==> src/rtl/core/cle_pkg.sv <==
// Shared constants and types for the console line editor.
package cle_pkg;

	localparam int LINE_DEPTH = 16;
	localparam int FILL_W     = $clog2(LINE_DEPTH + 1);
	localparam int IDX_W      = (LINE_DEPTH > 1) ? $clog2(LINE_DEPTH) : 1;

	// characters
	localparam logic [6:0] CH_BELL   = 7'h07;
	localparam logic [6:0] CH_BS     = 7'h08;
	localparam logic [6:0] CH_LF     = 7'h0A;
	localparam logic [6:0] CH_CR     = 7'h0D;
	localparam logic [6:0] CH_RETYPE = 7'h12;
	localparam logic [6:0] CH_KILL   = 7'h15;
	localparam logic [6:0] CH_SPACE  = 7'h20;
	localparam logic [6:0] CH_HASH   = 7'h23;
	localparam logic [6:0] CH_AT     = 7'h40;
	localparam logic [6:0] CH_R      = 7'h52;
	localparam logic [6:0] CH_CARET  = 7'h5E;
	localparam logic [6:0] CH_DEL    = 7'h7F;

	// result kinds
	localparam logic [1:0] KIND_ECHO = 2'd0;
	localparam logic [1:0] KIND_LINE = 2'd1;
	localparam logic [1:0] KIND_END  = 2'd2;

	// decoded operations
	localparam logic [2:0] OP_NONE   = 3'd0;
	localparam logic [2:0] OP_NL     = 3'd1;
	localparam logic [2:0] OP_RUBOUT = 3'd2;
	localparam logic [2:0] OP_KILL   = 3'd3;
	localparam logic [2:0] OP_RETYPE = 3'd4;
	localparam logic [2:0] OP_BELL   = 3'd5;
	localparam logic [2:0] OP_STORE  = 3'd6;

	typedef struct packed {
		logic [2:0] op;
		logic [6:0] ch;
	} cmd_t;

endpackage

==> src/rtl/core/cle_classify.sv <==
// Character decoder: masks, maps CR to LF and picks the edit operation.
module cle_classify (
	input  logic [7:0]                 rx_byte,
	input  logic [cle_pkg::FILL_W-1:0] fill,
	output cle_pkg::cmd_t              cmd
);

	logic [6:0] c;

	always_comb begin
		c = rx_byte[6:0];
		if (c == cle_pkg::CH_CR) begin
			c = cle_pkg::CH_LF;
		end
		cmd.ch = c;
		unique case (c) inside
			cle_pkg::CH_LF: begin
				cmd.op = cle_pkg::OP_NL;
			end
			cle_pkg::CH_DEL, cle_pkg::CH_BS, cle_pkg::CH_HASH: begin
				cmd.op = (fill == '0) ? cle_pkg::OP_BELL : cle_pkg::OP_RUBOUT;
			end
			cle_pkg::CH_KILL, cle_pkg::CH_AT: begin
				cmd.op = (fill == '0) ? cle_pkg::OP_NONE : cle_pkg::OP_KILL;
			end
			cle_pkg::CH_RETYPE: begin
				cmd.op = cle_pkg::OP_RETYPE;
			end
			default: begin
				if (c < cle_pkg::CH_SPACE || c == cle_pkg::CH_DEL) begin
					cmd.op = cle_pkg::OP_BELL;
				end else if (fill >= cle_pkg::FILL_W'(cle_pkg::LINE_DEPTH)) begin
					cmd.op = cle_pkg::OP_BELL;  // line full, drop
				end else begin
					cmd.op = cle_pkg::OP_STORE;
				end
			end
		endcase
	end

endmodule

==> src/rtl/core/console_line_editor_unit.sv <==
// Console line editor top level: sequencer, line store and result register.
//
// Input channel: rx_byte with in_valid/in_ready; one received character per
// transfer. Output channel: kind/value/last with out_valid/out_ready; each
// transfer is one echo byte, delivered line byte or line end marker, and last
// marks the final result of a character.
// A character is decoded in its accept cycle; a small sequencer then walks a
// fixed echo prefix and the stored line through one shared index counter and
// compare, producing one result per cycle into the output register while the
// receiver does not stall. Results per character: none for a kill on an empty
// line, 1 for store/bell, 3 for erase, 3*n for kill, 5+n for retype, 4+n for
// newline (n = stored characters, at most 16). The accept registers the
// command into the sequencer state, from which the first result enters the
// output register. in_ready is high only while the sequencer is idle; the
// next character is taken while the final result still waits in the output
// register.
// A stalled receiver holds the output register and freezes the sequencer.
// Reset clears the fill count, the sequencer and the output valid; the line
// store contents are not cleared and only written entries are ever read.
module console_line_editor_unit (
	input  logic       clk,
	input  logic       arst_n,
	input  logic       in_valid,
	output logic       in_ready,
	input  logic [7:0] rx_byte,
	output logic       out_valid,
	input  logic       out_ready,
	output logic [1:0] kind,
	output logic [6:0] value,
	output logic       last
);

	localparam logic [1:0] ST_IDLE = 2'd0;
	localparam logic [1:0] ST_PRE  = 2'd1;
	localparam logic [1:0] ST_LOOP = 2'd2;
	localparam logic [1:0] ST_END  = 2'd3;

	localparam int FW = cle_pkg::FILL_W;
	localparam int IW = cle_pkg::IDX_W;

	logic [1:0]    state_q, state_d;
	logic [2:0]    op_q;
	logic [6:0]    ch_q;
	logic [2:0]    step_q, step_d;
	logic [IW-1:0] idx_q, idx_d;
	logic [1:0]    sub_q, sub_d;
	logic [FW-1:0] len_q;
	logic [FW-1:0] fill_q;
	logic [6:0]    store_q [cle_pkg::LINE_DEPTH];

	logic          out_valid_q;
	logic [1:0]    kind_q;
	logic [6:0]    value_q;
	logic          last_q;

	cle_pkg::cmd_t cmd;
	logic          in_fire;
	logic          emit;
	logic [1:0]    e_kind;
	logic [6:0]    e_value;
	logic          e_last;
	logic [2:0]    pre_len;
	logic [2:0]    nl_step;
	logic          pre_end;
	logic          idx_last;
	logic [6:0]    store_rd;

	cle_classify u_classify (
		.rx_byte (rx_byte),
		.fill    (fill_q),
		.cmd     (cmd)
	);

	assign in_ready = (state_q == ST_IDLE);
	assign in_fire  = in_valid && in_ready;
	assign emit     = (state_q != ST_IDLE) && (!out_valid_q || out_ready);

	assign store_rd = store_q[idx_q];
	assign idx_last = (FW'(idx_q) == len_q - FW'(1));

	always_comb begin
		case (op_q)
			cle_pkg::OP_NL:     pre_len = 3'd3;
			cle_pkg::OP_RETYPE: pre_len = 3'd5;
			cle_pkg::OP_RUBOUT: pre_len = 3'd3;
			default:            pre_len = 3'd1;
		endcase
		pre_end = (step_q == pre_len - 3'd1);
		// position inside the LF CR DEL newline echo
		nl_step = (op_q == cle_pkg::OP_RETYPE) ? step_q - 3'd2 : step_q;
	end

	always_comb begin
		e_kind  = cle_pkg::KIND_ECHO;
		e_value = cle_pkg::CH_BELL;
		e_last  = 1'b0;
		state_d = state_q;
		step_d  = step_q;
		idx_d   = idx_q;
		sub_d   = sub_q;
		unique case (state_q)
			ST_IDLE: begin
			end
			ST_PRE: begin
				case (op_q)
					cle_pkg::OP_NL, cle_pkg::OP_RETYPE: begin
						if (op_q == cle_pkg::OP_RETYPE && step_q == 3'd0) begin
							e_value = cle_pkg::CH_CARET;
						end else if (op_q == cle_pkg::OP_RETYPE && step_q == 3'd1) begin
							e_value = cle_pkg::CH_R;
						end else if (nl_step == 3'd0) begin
							e_value = cle_pkg::CH_LF;
						end else if (nl_step == 3'd1) begin
							e_value = cle_pkg::CH_CR;
						end else begin
							e_value = cle_pkg::CH_DEL;
						end
					end
					cle_pkg::OP_RUBOUT: begin
						e_value = (step_q == 3'd1) ? cle_pkg::CH_SPACE : cle_pkg::CH_BS;
					end
					cle_pkg::OP_STORE: begin
						e_value = ch_q;
					end
					default: begin
						e_value = cle_pkg::CH_BELL;
					end
				endcase
				if (pre_end) begin
					idx_d = '0;
					sub_d = '0;
					if (op_q == cle_pkg::OP_NL) begin
						state_d = (len_q != '0) ? ST_LOOP : ST_END;
					end else if (op_q == cle_pkg::OP_RETYPE && len_q != '0) begin
						state_d = ST_LOOP;
					end else begin
						state_d = ST_IDLE;
						e_last  = 1'b1;
					end
				end else begin
					step_d = step_q + 3'd1;
				end
			end
			ST_LOOP: begin
				case (op_q)
					cle_pkg::OP_NL: begin
						e_kind  = cle_pkg::KIND_LINE;
						e_value = store_rd;
						if (idx_last) begin
							state_d = ST_END;
						end else begin
							idx_d = idx_q + IW'(1);
						end
					end
					cle_pkg::OP_RETYPE: begin
						e_value = store_rd;
						if (idx_last) begin
							state_d = ST_IDLE;
							e_last  = 1'b1;
						end else begin
							idx_d = idx_q + IW'(1);
						end
					end
					cle_pkg::OP_KILL: begin
						// BS SP BS per stored character
						e_value = (sub_q == 2'd1) ? cle_pkg::CH_SPACE : cle_pkg::CH_BS;
						if (sub_q == 2'd2) begin
							sub_d = 2'd0;
							if (idx_last) begin
								state_d = ST_IDLE;
								e_last  = 1'b1;
							end else begin
								idx_d = idx_q + IW'(1);
							end
						end else begin
							sub_d = sub_q + 2'd1;
						end
					end
					default: begin
						state_d = ST_IDLE;
						e_last  = 1'b1;
					end
				endcase
			end
			ST_END: begin
				e_kind  = cle_pkg::KIND_END;
				e_value = '0;
				e_last  = 1'b1;
				state_d = ST_IDLE;
			end
			default: begin
				state_d = ST_IDLE;
			end
		endcase
	end

	always_ff @(posedge clk or negedge arst_n) begin
		if (!arst_n) begin
			state_q <= ST_IDLE;
			op_q    <= cle_pkg::OP_NONE;
			ch_q    <= '0;
			step_q  <= '0;
			idx_q   <= '0;
			sub_q   <= '0;
			len_q   <= '0;
			fill_q  <= '0;
		end else if (in_fire) begin
			op_q   <= cmd.op;
			ch_q   <= cmd.ch;
			step_q <= '0;
			idx_q  <= '0;
			sub_q  <= '0;
			len_q  <= fill_q;
			case (cmd.op)
				cle_pkg::OP_NONE: state_q <= ST_IDLE;
				cle_pkg::OP_KILL: state_q <= ST_LOOP;
				default:          state_q <= ST_PRE;
			endcase
			case (cmd.op)
				cle_pkg::OP_NL, cle_pkg::OP_KILL: fill_q <= '0;
				cle_pkg::OP_RUBOUT:               fill_q <= fill_q - FW'(1);
				cle_pkg::OP_STORE:                fill_q <= fill_q + FW'(1);
				default:                          fill_q <= fill_q;
			endcase
		end else if (emit) begin
			state_q <= state_d;
			step_q  <= step_d;
			idx_q   <= idx_d;
			sub_q   <= sub_d;
		end
	end

	always_ff @(posedge clk) begin
		if (in_fire && cmd.op == cle_pkg::OP_STORE) begin
			store_q[fill_q[IW-1:0]] <= cmd.ch;
		end
	end

	always_ff @(posedge clk or negedge arst_n) begin
		if (!arst_n) begin
			out_valid_q <= 1'b0;
		end else if (emit) begin
			out_valid_q <= 1'b1;
		end else if (out_ready) begin
			out_valid_q <= 1'b0;
		end
	end

	always_ff @(posedge clk) begin
		if (emit) begin
			kind_q  <= e_kind;
			value_q <= e_value;
			last_q  <= e_last;
		end
	end

	assign out_valid = out_valid_q;
	assign kind      = kind_q;
	assign value     = value_q;
	assign last      = last_q;

	a_fill_bound: assert property (@(posedge clk) disable iff (!arst_n)
		fill_q <= FW'(cle_pkg::LINE_DEPTH))
		else $error("fill count beyond line depth");

	a_end_is_last: assert property (@(posedge clk) disable iff (!arst_n)
		out_valid_q && kind_q == cle_pkg::KIND_END |-> last_q && value_q == '0)
		else $error("end marker not final or not zero");

	a_done_marks_last: assert property (@(posedge clk) disable iff (!arst_n)
		emit && state_d == ST_IDLE |-> e_last)
		else $error("sequencer finished without last");

	a_loop_index: assert property (@(posedge clk) disable iff (!arst_n)
		state_q == ST_LOOP |-> FW'(idx_q) < len_q)
		else $error("line index past stored length");

endmodule

==> config.mk <==
export PLATFORM = sky130hd
export DESIGN_NAME = console_line_editor_unit
export DESIGN_NICKNAME = d
export VERILOG_FILES = /design/src/rtl/core/cle_pkg.sv /design/src/rtl/core/cle_classify.sv /design/src/rtl/core/console_line_editor_unit.sv
export SDC_FILE = /design/constraint.sdc
export NUM_CORES = 1
export LEC_CHECK = 0
export ABC_AREA = 1
export BUFFER_PORTS_ARGS = -buffer_cell sky130_fd_sc_hd__buf_2
export CORE_ASPECT_RATIO = 1.25
export CORE_UTILIZATION = 45
export CTS_BUF_LIST = sky130_fd_sc_hd__clkbuf_16
export CTS_CLUSTER_SIZE = 28
export DETAILED_ROUTE_END_ITERATION = 10
export GPL_TIMING_DRIVEN = 0
export PLACE_DENSITY_LB_ADDON = 0.1
export SKIP_LAST_GASP = 1
export SLEW_MARGIN = 20
export SYNTH_ARGS = -nofsm -noshare
export SYNTH_HDL_FRONTEND = slang
export SYNTH_SLANG_ARGS = --single-unit
==> constraint.sdc <==
create_clock -name clk -period 2.6 [get_ports clk]
set_input_delay 0.52 -clock clk [delete_from_list [all_inputs] [get_ports clk]]
set_output_delay 0.52 -clock clk [all_outputs]
set_load 0.05 [all_outputs]
==> run summary <==
Final cycle utilization of the critical path - 0.975
Layout Skew - 0.00971 ns
Crit Path Category - reg -> reg
Async set-reset flop share out of synthesis - 0.208
Internal Power - 5.53 mW
Layout cell share with drive strength beyond 1 - 0.159
Multi-input gate area - 0.00263 mm²
Top cell by count, worst path - nand2_1
Portion of total power attributed to the clock network - 0.307
Mean Syn Cell Area - 10.3 µm²
Die area - 0.0167 mm²
Net switching power figure - 3.29 mW
Top-level I/O count - 24
Average wire per standard cell - 20.4 µm
Worst endpoint data arrival time - 2.62 ns
Max FO, Critical Path - 10
Worst slew margin relative to its limit - 0.361
Core footprint - 0.0157 mm²
Summed negative setup slack over all endpoints - 0 ns
Global-route congestion overflow total - 0
Reg power frac - 0.368
Sinks on the clock net - 154
Net count of the mapped netlist - 734
First-pass iteration count of the detailed router - 5
GRT Overall Usage - 0.259
Number of max-slew violations in the final report - 0
Number of buffers inserted by hold repair at cts - 0
Placer congestion estimate - 0.948
Flip-flop and latch count after synthesis - 154
Switch share - 0.373
Storage cell area - 0.00447 mm²
Proportion of netlist area held by the largest area contributor - 0.502
CP Launch Type - register
Layout net count - 778
Number of enable flip-flop cells after synthesis - 122
Top achievable clock speed - 394 MHz
Max Cap Viol - 0
Min Clock Period, post-route - 2.54 ns
Standard-cell rows - 51
Antenna diode instance count - 0
Detail-routed via count per cell - 5.61
Fill cell count - 1440
Number of global-route vias before repair - 5357
CTS Root Buffer Type - clkbuf_16
Most instantiated library cell after synthesis - edfxtp_1
Number of buffers inserted during clock tree synthesis - 17
Part of the total power dissipated in combinational logic - 0.325
Outcome - completed
Transition time of the tightest slew-check pin - 0.958 ns
Largest net degree at the start of global routing - 33
List of cells traversed by the critical path - inv_1 -> ha_1 -> buf_2 -> nand2_2 -> inv_2 -> nand2_1 -> nor2_4 -> nand2_1 -> nor2_2
Detailed-route DRC error count - 0
Overall power after layout - 8.82 mW
Maximum vdd drop - 0.000564 V
Distinct cell type count of the synthesized netlist - 43
Total Wirelength - 19900 µm
Wire length of the first global-routing pass - 30600 µm
Cells after synthesis - 708
TritonCTS clock tree - built
Count of input and output buffers - 22
Buffers from clock root to sink, at most - 2
Synthesis-to-layout area growth - 16.1%
Yosys warnings - 0
Final hold vios - 0
Most frequent cells after synthesis - 122 x edfxtp_1, 114 x nor2_1, 107 x nand2_1
Clock latency on the worst-skew pair - 0.43 ns
Via count - 5477
Kind of end point of the critical path - register
Worst path bufs/invs - 3
Family with the most delay on the worst path - simple AND/OR/NAND/NOR gates
Leak Pwr - 3.14 nW
Synth area leader - edfxtp_1
Synth area leaders - edfxtp_1 50%, dfrtp_1 11%, nor2_1 5.9%
Half-perimeter wire length of the detailed placement result - 14100 µm
Min-Delay Path Class - in -> async
Antenna violations before repair - 0
Die extent in y - 144 µm
Iteration-0 DRC Markers - 346
Cell with the biggest individual delay on the critical path - dfrtp_1
Starting density of the core - 0.465
Required time worst endpoint - 2.69 ns
Power density normalized to cell area - 1040 mW/mm²
Setup repair after global routing missed its margin - true
Sequential cell area fraction in the yosys report - 0.611
Critical path's largest stage delay - 0.41 ns
Final setup viols - 0
Cell area after technology mapping - 0.00730 mm²
Main synth FF type - edfxtp_1
Die Width - 116 µm
Clock-pin slew of the registers on the worst-case setup and hold paths - 0.06 ns
Maximum level of the CTS H-tree - 4
Worst Hold Slack - 0.156 ns
Count of nets left with antenna violations after detail routing - 0
[placed cells by master (no fill, tap or decap), drive strengths merged, types with 30 or more instances in the layout]
master | netlist | final
buf | 6 | 30
clkbuf | 25 | 43
dfrtp | 32 | 32
edfxtp | 122 | 122
inv | 54 | 60
nand2 | 110 | 110
nand3 | 42 | 42
nor2 | 119 | 119
o21ai | 84 | 84
[registers in the layout (all words and copies together), names as in the netlist, 2 cells and up]
name and count:
idx_q 4, value 7, ch_q 7, kind 2, len_q 5, step_q 3, fill_q 5, op_q 3
state_q 2, sub_q 2, store_q 112
[cell families after synthesis]
logic type	after synthesis	share of synthesized area
DFF	154	0.611
muxes	12	0.0165
buffers and inverters	85	0.0445
AOI/OAI and AO/OA	138	0.112
xor gates and xnor gates	10	0.0120
adders and majority gates	14	0.0250
and+or+nand+nor	295	0.178
[what timing repair did]
item	CTS	global route
buffers inserted	2	1
pin swaps	1	2
gates resized for setup	16	32
setup endpoints to repair	110	117
[area by class of cell]
type	count	share of cell area
multi-input cells	469	0.311
repair buffers	25	0.0156
flip-flops and latches	154	0.527
plain buffers	31	0.0155
clock inverters	15	0.0260
inverters	54	0.0239
clock buffers	17	0.0502
well taps	212	0.0313
[worst reg2reg max path, delay by kind of cell (launching register included)]
kind | cells | cell delay [ns]
simple gates | 5 | 1.11
buf+inv | 3 | 0.51
flops | 1 | 0.41
fa+ha+maj | 1 | 0.15
[layer usage]
metal	vias to the layer above	GRT usage	part of all wire
met5	-	0	0
met4	0	0.126	0.032
met3	36	0.0440	0.042
met2	145	0.456	0.53
met1	2702	0.305	0.40
li1	2594	-	-
[final timing paths]
check,start,end,slack [ns],cells past startpoint
worst min register to register,ch_q[2],ch_q[2],0.50,2
worst max-delay path,state_q[0],store_q[1][5],0.06,9
worst min-delay path,arst_n,state_q[0],0.16,1
max in group asynchronous,arst_n,fill_q[3],1.88,1
min in group clk,out_ready,out_valid,0.35,4
worst max register to register,state_q[0],store_q[1][5],0.06,9
[metrics by stage]
step / cell area [µm²] / std cells / utilization / setup slack, ns
final: 8480 / 977 / 0.540 / 0.0645
after global routing: 8480 / 977 / 0.540 / -0.118
after CTS: 8380 / 976 / 0.534 / -0.00865
after detailed placement: 7680 / 942 / 0.489 / -0.684
after global placement: 7680 / 942 / 0.489 / -0.610
after floorplan: 7300 / 708 / - / 0.0727
[power by group through the flow]
stage | Clock [mW] | Combinational [mW] | Sequential [mW]
5_1_grt | 2.83 | 3.17 | 3.29
3_3_place_gp | 0 | 2.71 | 3.28
6_report | 2.71 | 2.87 | 3.25
3_5_place_dp | 0 | 2.75 | 3.29
2_1_floorplan | 0 | 1.75 | 3.46
4_1_cts | 2.74 | 2.81 | 3.24
No activity file was read; power rests on OpenSTA's default activity.
